### src/rtl/pgn_pkg.sv
// Package for the 2D gradient noise block: widths, command codes and the
// front-to-back transaction type. No dependencies.
package pgn_pkg;
  localparam int TableSize = 256;
  localparam int FracBitsDefault = 16;
  localparam int OutW = 19;
  localparam int QueueDepth = 4;

  typedef enum logic {
    CMD_LOAD = 1'b0,
    CMD_EVAL = 1'b1
  } cmd_t;

  typedef struct packed {
    logic [7:0]  xi;
    logic [7:0]  yi;
    logic [23:0] xf;
    logic [23:0] yf;
  } eval_t;
endpackage

### src/rtl/pgn_queue.sv
// Short FIFO of evaluate transactions between front and back parts.
// Uses pgn_pkg.
module pgn_queue (
  input  logic           clk,
  input  logic           rst,
  input  logic           push,
  input  pgn_pkg::eval_t din,
  input  logic           pop,
  output logic           nonempty,
  output pgn_pkg::eval_t dout,
  output logic [$clog2(pgn_pkg::QueueDepth):0] count
);
  import pgn_pkg::*;
  localparam int AW = $clog2(QueueDepth);

  eval_t         slot [QueueDepth];
  logic [AW-1:0] rd_ptr;
  logic [AW-1:0] wr_ptr;

  assign nonempty = (count != '0);
  assign dout     = slot[rd_ptr];

  always_ff @(posedge clk) begin
    if (rst) begin
      rd_ptr <= '0;
      wr_ptr <= '0;
      count  <= '0;
    end else begin
      if (push) wr_ptr <= wr_ptr + 1'b1;
      if (pop) rd_ptr <= rd_ptr + 1'b1;
      count <= count + (AW+1)'(push) - (AW+1)'(pop);
    end
    if (push) slot[wr_ptr] <= din;
  end
endmodule

### config.mk
export PLATFORM = sky130hd
export DESIGN_NAME = pgn_queue
export DESIGN_NICKNAME = d
export VERILOG_FILES = /design/src/rtl/pgn_pkg.sv /design/src/rtl/pgn_queue.sv
export SDC_FILE = /design/constraint.sdc
export NUM_CORES = 1
export LEC_CHECK = 0
export ABC_AREA = 1
export BUFFER_PORTS_ARGS = -buffer_cell sky130_fd_sc_hd__buf_4
export CORE_MARGIN = 2
export CORE_UTILIZATION = 48
export CTS_CLUSTER_SIZE = 30
export DETAILED_ROUTE_END_ITERATION = 8
export HOLD_SLACK_MARGIN = 0.12
export PLACE_DENSITY = 0.72
export SETUP_SLACK_MARGIN = 0.5
export SKIP_LAST_GASP = 1
export SYNTH_ARGS = -nofsm -noshare
export SYNTH_HDL_FRONTEND = slang
export SYNTH_SLANG_ARGS = --single-unit
### constraint.sdc
create_clock -name clk -period 2.7 [get_ports clk]
set_input_delay 0.54 -clock clk [delete_from_list [all_inputs] [get_ports clk]]
set_output_delay 0.54 -clock clk [all_outputs]
set_load 0.05 [all_outputs]
### Word level (Yosys, flattened, before mapping)

Memories as Yosys holds them, arrays and structs flattened. A register that Yosys moved wholly into a read port is not among the register bits.
Cells that the tools add are included.

* add/sub/neg operators: 4
* $mul: 0
* divide/modulo/power cells: 0
* $lt $le $gt $ge: 0
* equal/unequal tests: 0
* shifts and indexed selects: 0
* multiplexer cells: 4
* bitwise logic cells: 0
* reductions and logical operators: 1

Operators by type and width (count)
* adder 2 x 1 -> 2 bit (second input constant): 2
* two-way mux 2 bit: 2
* adder 3 x 1 -> 3 bit: 1
* nonzero test 3 bit: 1
* subtractor 3 x 1 -> 3 bit: 1
* two-way mux 1 bit: 2

* flip-flop bits (word level): 7
* latch bits: 0
* bits in writable memories: 256
* ROM bits: 0
* input bits: 68
* output and inout bits: 68
* logic and storage cells: 13
* memories kept: 1

Memory list
* slot: words 4, width 64, rd ports 1, clocked after Yosys merged registers in 1, write ports 1, RTL line pgn_queue.sv:16 `eval_t slot [QueueDepth];`

### Longest topological paths before layout

* depth after elaboration: 3
* gate-level depth with buffers: 8
* mapped depth without buffers: 8

### Least setup slack after synthesis

No wires, ideal clock.

* path type: reg2reg
* from: register wr_ptr[0]
* to: memory slot[2][0] (netlist name) (enable)
* setup time: 0.418 ns
* data arrival time: 1.833 ns
* path slack: 0.449 ns
* stages on the path, launching flop included: 5
* buffers on the path: 0
* clock period less this slack: 2.251 ns
* path through: dfxtp_1 inv_1 ha_1 nand2_1 inv_1

RTL lines
* from (decl): RTL line pgn_queue.sv:18 `logic [AW-1:0] wr_ptr;`
* from (signal assigned): RTL line pgn_queue.sv:29 `if (push) wr_ptr <= wr_ptr + 1'b1;`
* to (decl): RTL line pgn_queue.sv:16

No word-level cell before the write port.

==> flow_summary.toml <==
[status]
status = "completed"

[yosys]
syn-cell-area_sq_um = 10400
yosysWarnings = 0
synth.distinct_cells = 16
synth-seq-cells = 265
synth_nets = 876
yosysSeqAreaShare = 0.754
synth_area_per_cell_sq_um = 13.0
syn_inst = 801

[layout]
n_antenna_cell = 0
stdcell_area_sq_um = 13400
nNetsFinal = 1032
n_fill_cell = 1561
areaGrowthSynthToFinish_pct = 28.3
drive_above_1_share = 0.236

[clocking]
cts.htree.levels = 1
insertion_delay_ns = 0.52
cts_tree = "built"
clk_path_buf_depth = 3
cts_sinks = 265
cts-buffers-inserted = 27
clk_pin_slew_ns = 0.06
postCtsHoldBufs = 0
cts-root-buf = "clkbuf_16"

[critical_path]
crit_arrival_ns = 1.75
r2r-start = "wr_ptr[0]$_SDFFE_PP0P_"
r2r_cells = 5
cp-start-kind = "flip-flop"
reg2reg_to = "slot[2][28]$_DFFE_PP_"
endpoint_kind = "primary output"
critical_path_class = "reg2out"
required_ns = 2.16
worst-path-max-fanout = 6
r2r_slack_ns = 0.82

[global_route]
grt_pass1_vias = 6198
grt_max_degree = 61
track_usage = 0.182
antenna_found_initial = 0
grt-ovfl-total = 0
grt_pass1_wl_mm = 32.0

[route]
wl_per_cell_um = 17.6
drc_errors = 0
via_per_inst = 5.11
wirelength_mm = 22.1
drtIter0Drc = 420
drt-pass1-iter-count = 4
via_count = 6394
ant_nets = 0

[place]
placed_area_sq_um = 11800
gp_congestion = 0.711
portBuffers = 135
dp_hpwl_mm = 11.2

[sta]
setup_viol = 0
hold_ws_ns = 0.193
period_share = 0.850
period_needed_ns = 2.29
fmax_mhz = 436
final_hold_viol_count = 0
rsz0062_at_grt = "true"
slew_viol_final = 0
finalClockSkew_ns = 0.00714
worst_pin_slew_ns = 0.544
slew_headroom = 0.637
setup_tns_ns = 0

[floorplan]
fp.coreArea_sq_um = 21200
die_y_um = 151
die_w_um = 151
die-area_sq_um = 22900
rows = 53
ioPinCount = 136
start_util = 0.493

[power]
vdd_drop_max_mv = 0.545
powerDensity_nw_per_um2 = 738
leakage_uw = 0.00521

[flow_run]
drv_cap = 0

[worst_hold_path]
hold_path.class = "in2reg"
holdPathStages = 2
hold_end = "count[0]$_SDFF_PP0_"
min-delay-start = "rst"
==> through the flow <==
stage / setup WS, ns / util / cells / total power (uW)
after global routing: 0.330 / 0.632 / 1252 / 10200
after CTS: 0.417 / 0.619 / 1244 / 9870
after detailed placement: 0.713 / 0.557 / 1183 / 6310
after global placement: 0.718 / 0.557 / 1183 / 6280
final: 0.405 / 0.632 / 1252 / 9870
after floorplan: 0.694 / - / 801 / 5800
==> power by group <==
part / total [uW] / internal [uW] / switching [uW]
Sequential: 4750 / 4700 / 51.0
Combinational: 1750 / 613 / 1130
Clock: 3370 / 1940 / 1430
Total: 9870 / 7260 / 2610
==> logic make-up (layout without fill, tap and decap cells) <==
logic type,Yosys count,after routing,share of synthesized area
flip-flops,265,265,0.754
AO/OA/AOI/OAI,202,202,0.112
buffers and inverters,186,362,0.0732
AND/OR/NAND/NOR,141,141,0.0510
adder cells (fa/ha/maj),7,7,0.00912
==> cell type report <==
type,instances,area [sq um],area share
Inverter,144,556,0.0415
Tap cell,275,344,0.0257
Multi-Input combinational cell,350,1880,0.140
Sequential cell,265,7880,0.589
Clock inverter,11,80.1,0.00599
Clock buffer,38,717,0.0536
Timing Repair Buffer,169,1930,0.144
==> state kept, by name, summed over array words and instances, names as in the netlist, named ones only <==
signal,count
wr_ptr,2
rd_ptr,2
slot,256
count,3
==> worst max-delay path, stage by stage (launching register included) <==
cell	delay (ns)
dfxtp_4	0.36
buf_6	0.16
buf_4	0.16
a21oi_1	0.15
o21ai_1	0.11
nand2_1	0.12
buf_6	0.17
==> synth_stat cells (all sizes together) <==
| cell | n | area, sq um |
|---|---|---|
| o21ai | 68 | 340 |
| o211ai | 64 | 480 |
| edfxtp | 256 | 7690 |
| inv | 144 | 541 |
| nand3 | 2 | 10.0 |
| clkbuf | 1 | 3.75 |
| dfxtp | 9 | 180 |
| nand2 | 136 | 510 |
| ha | 6 | 75.1 |
| fa | 1 | 20.0 |
| buf | 41 | 219 |
| a21oi | 70 | 350 |
| nor2 | 3 | 11.3 |
==> timing repair <==
item,4_1_cts,5_1_grt
gates cloned,5,8
pin swaps,8,12
resized for setup,88,29
setup buffers,7,0
setup endpoints to repair,60,64
==> layout by cell type, fill, tap and decap left out, drive strengths merged <==
master,Yosys,routed
o211ai,64,64
clkbuf,1,46
fa,1,1
o21ai,68,68
inv,144,141
ha,6,6
nor2,3,3
a21oi,70,70
nand3,2,2
dfxtp,9,9
nand2,136,136
clkinvlp,0,4
clkinv,0,9
bufinv,0,1
edfxtp,256,256
buf,41,161
==> routing by layer <==
metal / part of all wire / vias to the layer above / wire length (um) / track usage
met5: 0 / - / 0 / 0
met2: 0.50 / 171 / 11100 / 0.318
met3: 0.058 / 29 / 1290 / 0.0373
li1: - / 3107 / - / -
met1: 0.42 / 3087 / 9210 / 0.233
met4: 0.020 / 0 / 433 / 0.0458
==> worst max path at each step <==
stage | slack (ns) | startpoint | endpoint
2_1_floorplan | 0.69 | wr_ptr[0]$_SDFFE_PP0P_ | slot[0][0]$_DFFE_PP_
3_3_place_gp | 0.72 | flip-flop | dout[41]
3_5_place_dp | 0.71 | flip-flop | dout[39]
4_1_cts | 0.42 | flip-flop | dout[22]
5_1_grt | 0.33 | flip-flop | dout[17]
6_report | 0.41 | flip-flop | dout[2]
No activity file was read; power rests on OpenSTA's default activity.
