`src/rtl/pgn_pkg.sv`:
```
// Package for the 2D gradient noise block: widths, command codes and the
// front-to-back transaction type. No dependencies.
package pgn_pkg;
  localparam int TableSize = 256;
  localparam int FracBitsDefault = 16;
  localparam int OutW = 19;
  localparam int QueueDepth = 4;

  typedef enum logic {
    CMD_LOAD = 1'b0,
    CMD_EVAL = 1'b1
  } cmd_t;

  typedef struct packed {
    logic [7:0]  xi;
    logic [7:0]  yi;
    logic [23:0] xf;
    logic [23:0] yf;
  } eval_t;
endpackage

```
`src/rtl/pgn_front.sv`:
```
// Front part: takes commands, routes loads to the table write port and
// splits evaluate coordinates into cell index and fraction. Uses pgn_pkg.
module pgn_front #(
  parameter int FracBits = pgn_pkg::FracBitsDefault
) (
  input  logic               clk,
  input  logic               rst,
  input  logic               take,
  input  logic               command,
  input  logic [7:0]         perm_index,
  input  logic [7:0]         perm_value,
  input  logic signed [31:0] x_coord,
  input  logic signed [31:0] y_coord,
  output logic               we,
  output logic [7:0]         waddr,
  output logic [7:0]         wdata,
  output logic               ev_valid,
  output pgn_pkg::eval_t     ev
);
  import pgn_pkg::*;

  always_ff @(posedge clk) begin
    if (rst) begin
      we       <= 1'b0;
      ev_valid <= 1'b0;
    end else begin
      we       <= take && (cmd_t'(command) == CMD_LOAD);
      ev_valid <= take && (cmd_t'(command) == CMD_EVAL);
    end
    waddr <= perm_index;
    wdata <= perm_value;
    ev.xi <= x_coord[FracBits +: 8];
    ev.yi <= y_coord[FracBits +: 8];
    ev.xf <= 24'(x_coord[FracBits-1:0]);
    ev.yf <= 24'(y_coord[FracBits-1:0]);
  end
endmodule

```
`config.mk`:
```
export PLATFORM = sky130hd
export DESIGN_NAME = pgn_front
export DESIGN_NICKNAME = d
export VERILOG_FILES = /design/src/rtl/pgn_pkg.sv /design/src/rtl/pgn_front.sv
export SDC_FILE = /design/constraint.sdc
export NUM_CORES = 1
export LEC_CHECK = 0
export ABC_AREA = 1
export BUFFER_PORTS_ARGS = -buffer_cell sky130_fd_sc_hd__buf_2
export CAP_MARGIN = 20
export CORE_MARGIN = 2
export CORE_UTILIZATION = 29
export DETAILED_ROUTE_END_ITERATION = 7
export GPL_ROUTABILITY_DRIVEN = 0
export GPL_TIMING_DRIVEN = 0
export PLACE_DENSITY = 0.72
export SLEW_MARGIN = 20
export SYNTH_ARGS = -nofsm -noshare
export SYNTH_HDL_FRONTEND = slang
export SYNTH_SLANG_ARGS = --single-unit
```
`constraint.sdc`:
```
create_clock -name clk -period 0.8 [get_ports clk]
set_clock_uncertainty 0.2 [all_clocks]
set_input_delay 0.08 -clock clk [delete_from_list [all_inputs] [get_ports clk]]
set_output_delay 0.08 -clock clk [all_outputs]
set_load 0.03 [all_outputs]
```
**Word-level counts from Yosys, hierarchy flattened**

Cells that the tools add are included.
W data, S select, Z words.

- Bitwise logic cells: 1
- Reductions and logical operators: 2

Operators with widths:

| cell | number |
|---|---|
| $logic_and A1 B1 Y1 | 2 |
| $not A1 Y1 | 1 |

- Bits in registers: 66
- Input bits: 84
- Output and inout port bits: 82
- Logic and storage cells: 11

**Logic depth before layout (Yosys ltp)**

Gate-level depths: netlist of run 1.

- Depth after elaboration: 2
- Mapped depth: 3
- Gate-level depth less buffers: 3

**Worst setup path after synthesis of run 1**

No wires, ideal clock.

- Kind: register to output
- Start: reg ev[0] in the netlist's numbering
- End: out ev[0] in the netlist's numbering
- Arrival time: 459 ps
- Data required time: 520 ps
- Path slack: 61 ps
- Cell stages (with the launch flop): 1
- Buffers on the path: 0
- Cell sequence: dfxtp_1

RTL lines:

| what | line | RTL |
|---|---|---|
| start: declaration | pgn_front.sv:18 | `output pgn_pkg::eval_t ev` |

No word-level cell between the ends.

**Worst setup path in the final report of run 1**

- Start: reg waddr[0]
- End: out waddr[0]

RTL lines:

| what | line | RTL |
|---|---|---|
| start: declaration | pgn_front.sv:15 | `output logic [7:0] waddr,` |
| start signal: assignment | pgn_front.sv:30 | `waddr <= perm_index;` |

No word-level cell between the ends.

==> summary.txt, run 1 <==
Final layout
  • Final instance area: 3620 µm²
  • Layout cells sized above 1: 0.729
  • P&R area growth vs syn: 147%
  • Final #Nets: 396
  • Fill cells: around 320
  • Most common cell after layout, fill and taps aside: dlygate4sd3_1
  • Commonest non-fill, non-tap cells in the layout: 67 x dlygate4sd3_1, 66 x dfxtp_2, 66 x buf_6
  • Util after Layout: 0.757
  • N_diodes: 0

Timing
  • Setup ws final: -0.276 ns
  • Final Critical Period: 1.08 ns
  • Max Clock Freq: 0.929 GHz
  • RSZ-0062 raised after global routing: true
  • Hold Vio Cnt, Final: 0
  • Final Cycle Share: 1.34
  • Final Max Tran Viols: 0
  • Final Setup Violations: 67

Synth
  • Syn avg cell area: 16.6 µm²
  • Post-Syn Area: between 1000 and 1500 µm²
  • Library cells used by synthesis: 6
  • Yosys warns: 0
  • Mapped Cells: 88
  • Sequential share of the synthesized area: 0.903
  • Yosys reg bits: 66

Status
  • Violated checks: negative setup slack
  • Status: finished with violations

Global route
  • Met3 GRT Util: 0.0950
  • Met1 Use GR: 0.157
  • M2 GR Usage: 0.327
  • Largest net degree at the start of global routing: 12
  • GR peak layer: met2
  • Initial antenna violation count: 0
  • First-pass GRT wire length: 7.11 mm
  • GRT Total Usage: 0.182
  • Vias in the first global route: 1602
  • Total gr overflow: 0

Placed design
  • Post-detail-place hpwl: 2.74 mm
  • Placed inst area: 2270 µm²
  • IO buf count: about 130

Power
  • Max VDD drop: approximately 0.0013 V
  • Leakage: between 0.0015 and 0.002 µW
  • Pwr Density: 2070 nW/µm²
  • Total power: 7490 µW

Die
  • FP Rows: 25
  • Die Ht: between 70 and 80 µm
  • Die area: 5630 µm²
  • Top Ports: around 170
  • Initial Util: 0.306
  • Placeable Area: 4790 µm²
  • Die width: 75.1 µm

Route
  • Drt initial violations: 21
  • Antenna Nets Post-Route: 0
  • Via density: 3.71
  • WL final: 4.93 mm
  • Vias: ~1400
  • Wirelength per Cell: roughly 13 µm
  • Drt drc: 0
  • 1st-pass router iterations: 4

Run
  • Maxcap violations: 0

Clock tree
  • CTS tree: built
  • Longest Clk Path Bufs: 2
  • CTS Root Cell: clkbuf_8
  • Setup Fix Bufs, Post-CTS: 0
  • Clock transition at path regs: 0.07 ns
  • H-tree depth: 3
  • Clk sink count: 66
  • TritonCTS buffer count: 9

Critical path
  • Setup crit end kind: primary output
  • WP data required: 0.52 ns
  • Worst path buffer plus inverter count: 1
  • CP cell instances: buf_6
  • Worst setup SP type: flop
  • CP Data Arrival Time: 0.80 ns
  • Crit Path Max Fanout: 1
  • Worst path top cell family by delay: flip-flops
  • CP Class: reg2out
  • Worst path max stage delay: 0.33 ns
  • CP max-delay cell: dfxtp_2

Min path
  • Worst min-delay path category: in2reg
report_power, final:
group	leakage, µW	total [µW]	internal [µW]	switching [µW]
registers	0.000558	3580	3500	85.2
clock network	0.0000944	2570	1370	1200
logic	0.00109	1330	697	634
metrics by stage:
step | instances | hold WS [ns] | setup slack, ns | setup TNS [ns]
2_1_floorplan | 103 | -0.0923 | 0.0607 | 0
3_3_place_gp | 303 | -0.0174 | 0.0274 | 0
3_5_place_dp | 303 | -0.0164 | 0.00778 | 0
4_1_cts | 386 | 0.159 | -0.297 | -18.12
5_1_grt | 384 | 0.164 | -0.317 | -19.41
6_report | 384 | 0.178 | -0.276 | -17.17
worst paths after layout:
kind,start,to,slack [ns],cells past startpoint
setup / recovery,waddr[0],waddr[0],-0.28,1
hold / removal,x_coord[18],ev[58],0.18,2
repair_timing:
| item | 4_1_cts | 5_1_grt |
|---|---|---|
| hold endpoints to repair | 66 | 2 |
| pin swaps | 0 | 0 |
| gates resized for setup | 198 | 2 |
| cloned | 0 | 0 |
| hold buffers | 67 | 1 |
| setup endpoints to repair | 66 | 68 |
logic make-up (layout without fill, tap and decap cells):
family / after synthesis / in the layout / share of synthesized area
AND/OR/NAND/NOR: 4 / 4 / 0.0103
flip-flops: 66 / 66 / 0.903
other: 1 / 16 / 0.00256
buffers and inverters: 17 / 231 / 0.0846
registers in the layout (all words and copies together), names as in the netlist:
name      flops
wdata         8
waddr         8
ev_valid      1
ev           48
we            1
Yosys cell counts:
cell / n / share of area
inv_1: 1 / 0.0026
nor2_1: 2 / 0.0051
dfxtp_1: 66 / 0.90
buf_4: 16 / 0.082
conb_1: 1 / 0.0026
nand2_1: 2 / 0.0051
metal layers:
| metal | part of all wire | wire (µm) |
|---|---|---|
| met1 | 0.31 | 1510 |
| met5 | 0 | 0 |
| met4 | 0.028 | 136 |
| met3 | 0.13 | 646 |
| met2 | 0.53 | 2630 |
layout make-up:
cell class                 count  area, µm²  area share
timing repair buffer         198       1740       0.480
sequential                    66       1400       0.388
clock buffer                  12        165      0.0456
buffer                        16        120      0.0332
tap                           67       83.8      0.0232
multi-input combinational     20       80.1      0.0221
clock inverter                 4       25.0     0.00691
inverter                       1       3.75     0.00104
Note: power is estimated with default switching activity, not from simulation.
==> run 2, diff against run 1 <==
--- a/config.mk
+++ b/config.mk
@@ -9,11 +9,12 @@
 export BUFFER_PORTS_ARGS = -buffer_cell sky130_fd_sc_hd__buf_2
 export CAP_MARGIN = 20
 export CORE_MARGIN = 2
-export CORE_UTILIZATION = 29
+export CORE_UTILIZATION = 32
 export DETAILED_ROUTE_END_ITERATION = 7
 export GPL_ROUTABILITY_DRIVEN = 0
 export GPL_TIMING_DRIVEN = 0
-export PLACE_DENSITY = 0.72
+export HOLD_SLACK_MARGIN = 0.03
+export PLACE_DENSITY = 0.76
 export SLEW_MARGIN = 20
 export SYNTH_ARGS = -nofsm -noshare
 export SYNTH_HDL_FRONTEND = slang
==> constraint.sdc (replaced) <==
create_clock -name clk -period 1 [get_ports clk]
set_clock_uncertainty 0.2 [all_clocks]
set_input_delay 0.1 -clock clk [delete_from_list [all_inputs] [get_ports clk]]
set_output_delay 0.1 -clock clk [all_outputs]
set_load 0.01 [all_outputs]
==> run 2 against run 1 <==
  * The flow still finishes with violations (negative setup slack)
  * Die area is 8.9% lower
  * Clock power up 7%
  * Cell count decreased by 3.4%
  * Non-clock buffer count rose by 2
  * Flip-flop and latch count is the same
  * Sequential power decreased by 21%
  * Critical path depth is the same
  * Global-route usage is 1.3 points higher
  * First-iteration DRC count grew 4.8%
  * Worst hold slack gained 0.030 ns
  * Power shrank 16%
  * Clock-buffer cell count stayed put
  * Critical path type unchanged
  * Largest power group unchanged
==> summary.txt, run 2 (same netlist as run 1, synthesis figures left out) <==
Critical path
  • CP max-delay cell: dfxtp_1 (was dfxtp_2)
  • WP data required: 0.70 ns (was 0.52 ns)
  • Worst path top cell family by delay: flip-flops (unchanged)
  • Worst path max stage delay: 0.33 ns (about the same)
  • Setup crit end kind: primary output (unchanged)
  • Worst path buffer plus inverter count: 1 (unchanged)
  • Crit Path Max Fanout: 1 (unchanged)
  • Worst setup SP type: flop (unchanged)
  • CP cell instances: buf_2 (was buf_6)
  • CP Class: reg2out (unchanged)
  • CP Launch Point: waddr[1] (was waddr[0])
  • CP Data Arrival Time: 0.78 ns (was 0.80 ns)

Die
  • FP Rows: 24 (was 25)
  • Initial Util: 0.334 (was 0.306)
  • Die width: 71.6 µm (was 75.1 µm)
  • Die Ht: 71.6 µm (was 75.1 µm)
  • Die area: 5130 µm² (was 5630 µm²)
  • Top Ports: 166 (unchanged)
  • Placeable Area: 4380 µm² (was 4790 µm²)

Global route
  • Largest net degree at the start of global routing: 12 (unchanged)
  • Initial antenna violation count: 0 (unchanged)
  • Vias in the first global route: 1565 (was 1602)
  • GRT Total Usage: 0.195 (was 0.182)
  • First-pass GRT wire length: 7.23 mm (was 7.11 mm)
  • Total gr overflow: 0 (unchanged)

Clock tree
  • CTS tree: built (unchanged)
  • Longest Clk Path Bufs: 2 (unchanged)
  • CTS Root Cell: clkbuf_8 (unchanged)
  • Clock transition at path regs: 0.07 ns (about the same)
  • Clk sink count: 66 (unchanged)
  • TritonCTS buffer count: 9 (unchanged)
  • H-tree depth: 3 (unchanged)

Final layout
  • Commonest non-fill, non-tap cells in the layout: 106 x buf_2, 67 x dlygate4sd3_1, 39 x dfxtp_1 (was 67 x dlygate4sd3_1, 66 x dfxtp_2, 66 x buf_6)
  • Most common cell after layout, fill and taps aside: buf_2 (was dlygate4sd3_1)
  • N_diodes: 0 (unchanged)
  • Biggest register: ev (unchanged)
  • P&R area growth vs syn: 131% (was 147%)
  • Final #Nets: 398 (was 396)
  • Biggest registers after layout: ev (48), waddr (8), wdata (8) (unchanged)
  • Fill cells: 272 (was 319)
  • Number of flip-flops in the largest register: 48 (unchanged)
  • Layout cells sized above 1: 0.599 (was 0.729)
  • Final instance area: 3380 µm² (was 3620 µm²)

Route
  • Antenna Nets Post-Route: 0 (unchanged)
  • Wirelength per Cell: 14.3 µm (was 12.8 µm)
  • Drt drc: 0 (unchanged)
  • Drt initial violations: 22 (was 21)
  • Vias: 1443 (was 1425)
  • WL final: 5.29 mm (was 4.93 mm)
  • Via density: 3.89 (was 3.71)
  • 1st-pass router iterations: 4 (unchanged)

Timing
  • Final Setup Violations: 66 (was 67)
  • Max Clock Freq: 0.928 GHz
  • Final Cycle Share: 1.08
  • Setup ws final: -0.0773 ns (was -0.276 ns)
  • RSZ-0062 raised after global routing: true (unchanged)
  • Final Max Tran Viols: 0 (unchanged)
  • Hold Vio Cnt, Final: 0 (unchanged)
  • Final Critical Period: roughly 1.1 ns
  • Setup TNS: -3.30 ns (was -17.17 ns)

Status
  • Violated checks: negative setup slack (unchanged)
  • Status: finished with violations (unchanged)

Placed design
  • IO buf count: 133 (unchanged)
  • Post-detail-place hpwl: 2.49 mm (was 2.74 mm)
  • Placed inst area: 2250 µm² (was 2270 µm²)

Min path
  • Worst Hold Launch: perm_value[7] (was x_coord[18])
  • Worst min-delay path category: in2reg (unchanged)

Power
  • Leakage: 0.00169 µW (was 0.00174 µW)
  • Pwr Density: 1860 nW/µm² (was 2070 nW/µm²)
  • Max VDD drop: 0.00119 V (was 0.00133 V)

Run
  • Maxcap violations: 0 (unchanged)
[run 2: routing by layer]
layer,vias up,global-route usage,wire length [µm]
met5,-,0,0
met4,0,0.119,160
met3,12,0.0731,412
met2,93,0.381,3150
met1,652,0.160,1560
li1,686,-,-
[run 2: worst paths after layout]
| path | endpoint | cells after the start |
|---|---|---|
| setup / recovery | waddr[1] | 1 |
| hold / removal | wdata[7] | 2 |
[run 2: cell type report]
cell class | instances | area, µm² | area share
buffer | 16 | 120 | 0.0356
clock buffer | 12 | 155 | 0.0459
clock inverter | 4 | 97.6 | 0.0289
inverter | 1 | 3.75 | 0.00111
multi-input combinational | 20 | 75.1 | 0.0222
sequential | 66 | 1360 | 0.401
tap | 52 | 65.1 | 0.0193
timing repair buffer | 200 | 1510 | 0.446
[run 2: what timing repair did]
item / in CTS / in global routing
buffers inserted: 0 / 0
setup endpoints to repair: 66 / 66
hold buffers: 67 / 0
endpoints found under the hold margin: 66 / 0
resized for setup: 6 / 48
[run 2: metrics by stage]
step	util	hold slack [ns]	power, µW	worst slack [ns]	std cells
after floorplan	-	-0.0723	3020	0.369	103
after global placement	0.513	0.00212	3260	0.281	288
after detailed placement	0.513	0.00356	3270	0.274	288
after CTS	0.729	0.184	6230	-0.0899	371
after global routing	0.770	0.192	6510	-0.120	371
final	0.770	0.207	6280	-0.0773	371
[run 2: where the power goes]
part	internal [µW]	leakage, µW	switching [µW]
combinational	457	0.00101	248
clock	1800	0.000123	945
sequential	2780	0.000557	50.8
==> run 3, diff against run 2 <==
--- a/config.mk
+++ b/config.mk
@@ -9,12 +9,11 @@
 export BUFFER_PORTS_ARGS = -buffer_cell sky130_fd_sc_hd__buf_2
 export CAP_MARGIN = 20
 export CORE_MARGIN = 2
-export CORE_UTILIZATION = 32
+export CORE_UTILIZATION = 35
 export DETAILED_ROUTE_END_ITERATION = 7
 export GPL_ROUTABILITY_DRIVEN = 0
-export GPL_TIMING_DRIVEN = 0
 export HOLD_SLACK_MARGIN = 0.03
-export PLACE_DENSITY = 0.76
+export PLACE_DENSITY = 0.82
 export SLEW_MARGIN = 20
 export SYNTH_ARGS = -nofsm -noshare
 export SYNTH_HDL_FRONTEND = slang
==> constraint.sdc (replaced) <==
create_clock -name clk -period 1.3 [get_ports clk]
set_clock_uncertainty 0.2 [all_clocks]
set_input_delay 0.13 -clock clk [delete_from_list [all_inputs] [get_ports clk]]
set_output_delay 0.13 -clock clk [all_outputs]
set_load 0.01 [all_outputs]
==> run 3 against run 2 <==
  * The flow now finishes without violations
  * Clock-buffer cell count is 1 lower
  * Critical path depth unchanged
  * Cell count fell by 4.9%
  * Design area fell by 11%
  * Utilization down 1.6 points
  * First-iteration DRC count increased by 64%
  * Flip-flop and latch count unchanged
  * Power fell by 29%
  * Highest routed layer unchanged
==> summary.txt, run 3 (same netlist as run 1, synthesis figures left out) <==
Min path
  • Worst Hold Launch: x_coord[17] (was perm_value[7])
  • Hold endpoint: ev[57] (was wdata[7])
  • Hold Path Depth: 2 (unchanged)
  • Worst min-delay path category: in2reg (unchanged)

Die
  • Die Ht: 68.7 µm (was 71.6 µm)
  • Initial Util: 0.366 (was 0.334)
  • FP Rows: 23 (was 24)
  • Top Ports: 166 (unchanged)
  • Placeable Area: 4000 µm² (was 4380 µm²)
  • Die area: 4720 µm² (was 5130 µm²)
  • Die width: 68.7 µm (was 71.6 µm)

Clock tree
  • Clk sink count: 66 (unchanged)
  • Longest Clk Path Bufs: 2 (unchanged)
  • CTS tree: built (unchanged)
  • Setup Fix Bufs, Post-CTS: 0 (unchanged)
  • H-tree depth: 3 (unchanged)
  • TritonCTS buffer count: 9 (unchanged)
  • Clock transition at path regs: 0.07 ns (about the same)
  • CTS resizes: 0 (was 6)
  • CTS Root Cell: clkbuf_8 (unchanged)

Timing
  • RSZ-0062 raised after global routing: false (was true)
  • Final Max Tran Viols: 0 (unchanged)
  • Final Setup Violations: 0 (was 66)
  • Hold Vio Cnt, Final: 0 (unchanged)
  • Setup TNS: 0 ns (was -3.30 ns)
  • Max Clock Freq: around 0.9 GHz
  • Final Critical Period: 1.13 ns
  • Final Cycle Share: 0.867

Critical path
  • CP Data Arrival Time: 0.80 ns (was 0.78 ns)
  • WP data required: 0.97 ns (was 0.70 ns)
  • Worst path max stage delay: 0.34 ns (was 0.33 ns)
  • Critical path depth in cells: 1 (unchanged)
  • Crit Path Max Fanout: 1 (unchanged)
  • CP max-delay cell: dfxtp_1 (unchanged)
  • CP cell instances: buf_2 (unchanged)
  • CP Class: reg2out (unchanged)
  • Worst path top cell family by delay: flip-flops (unchanged)
  • Worst path buffer plus inverter count: 1 (unchanged)
  • Setup crit end kind: primary output (unchanged)
  • Worst setup SP type: flop (unchanged)

Route
  • WL final: 5.03 mm (was 5.29 mm)
  • Antenna Nets Post-Route: 0 (unchanged)
  • Wirelength per Cell: 14.3 µm (about the same)
  • Drt initial violations: 36 (was 22)
  • 1st-pass router iterations: 4 (unchanged)
  • Via density: 3.88 (was 3.89)
  • Drt drc: 0 (unchanged)
  • Vias: 1371 (was 1443)

Global route
  • Initial antenna violation count: 0 (unchanged)
  • GRT Total Usage: 0.206 (was 0.195)
  • First-pass GRT wire length: 6.53 mm (was 7.23 mm)
  • Total gr overflow: 0 (unchanged)
  • Vias in the first global route: 1453 (was 1565)
  • Largest net degree at the start of global routing: 12 (unchanged)

Final layout
  • Commonest non-fill, non-tap cells in the layout: 133 x buf_2, 67 x dlygate4sd3_1, 66 x dfxtp_1 (was 106 x buf_2, 67 x dlygate4sd3_1, 39 x dfxtp_1)
  • Most common cell after layout, fill and taps aside: buf_2 (unchanged)
  • Number of flip-flops in the largest register: 48 (unchanged)
  • P&R area growth vs syn: 106% (was 131%)
  • N_diodes: 0 (unchanged)
  • Layout cells sized above 1: 0.488 (was 0.599)
  • Biggest registers after layout: ev (48), waddr (8), wdata (8) (unchanged)
  • Biggest register: ev (unchanged)
  • Final #Nets: 382 (was 398)
  • Fill cells: 252 (was 272)

Placed design
  • IO buf count: 133 (unchanged)
  • Post-detail-place hpwl: 2.91 mm (was 2.49 mm)

Power
  • Max VDD drop: 0.00126 V (was 0.00119 V)
  • Pwr Density: 1470 nW/µm² (was 1860 nW/µm²)
  • Leakage: 0.00154 µW (was 0.00169 µW)
  • Total power: 4440 µW (was 6280 µW)

Status
  • Status: finished clean (was finished with violations)

Run
  • Maxcap violations: 0 (unchanged)
==> run 3: per-stage QoR <==
step,setup slack (ns),area [µm²],instances,hold slack [ns],util
2_1_floorplan,0.639,1520,103,-0.0423,-
3_3_place_gp,0.536,2130,270,0.0319,0.532
3_5_place_dp,0.533,2130,270,0.0336,0.532
4_1_cts,0.171,3020,353,0.218,0.754
5_1_grt,0.128,3020,353,0.232,0.754
6_report,0.173,3020,353,0.240,0.754
==> run 3: worst max path at each step <==
| stage | from | endpoint | slack [ns] |
|---|---|---|---|
| after detailed placement | ev[51] | ev[51] | 0.53 |
| after global routing | ev[0] | ev[0] | 0.13 |
| after floorplan | ev[0] | ev[0] | 0.64 |
| final | ev[34] | ev[34] | 0.17 |
| after CTS | ev[31] | ev[31] | 0.17 |
| after global placement | waddr[3] | waddr[3] | 0.54 |
==> run 3: routing by layer <==
layer / wire, µm / GRT usage / vias to the layer above
li1: - / - / 653
met1: 1480 / 0.166 / 635
met2: 3090 / 0.411 / 73
met3: 357 / 0.0877 / 10
met4: 108 / 0.100 / 0
met5: 0 / 0 / -
==> run 3: power by group <==
part | internal (µW) | switching (µW)
combinational | 272 | 183
clock | 1130 | 699
sequential | 2130 | 31.9
==> run 3: final cells by class <==
cell class	count	area, µm²	share of cell area
clock inverter	5	77.6	0.0257
tap	50	62.6	0.0207
clock buffer	11	141	0.0468
inverter	1	3.75	0.00124
sequential	66	1320	0.438
timing repair buffer	200	1340	0.443
multi-input combinational	20	75.1	0.0249
==> run 3: what timing repair did <==
item,4_1_cts,5_1_grt
hold buffers,67,0
setup endpoints to repair,0,0
hold endpoints to repair,66,0
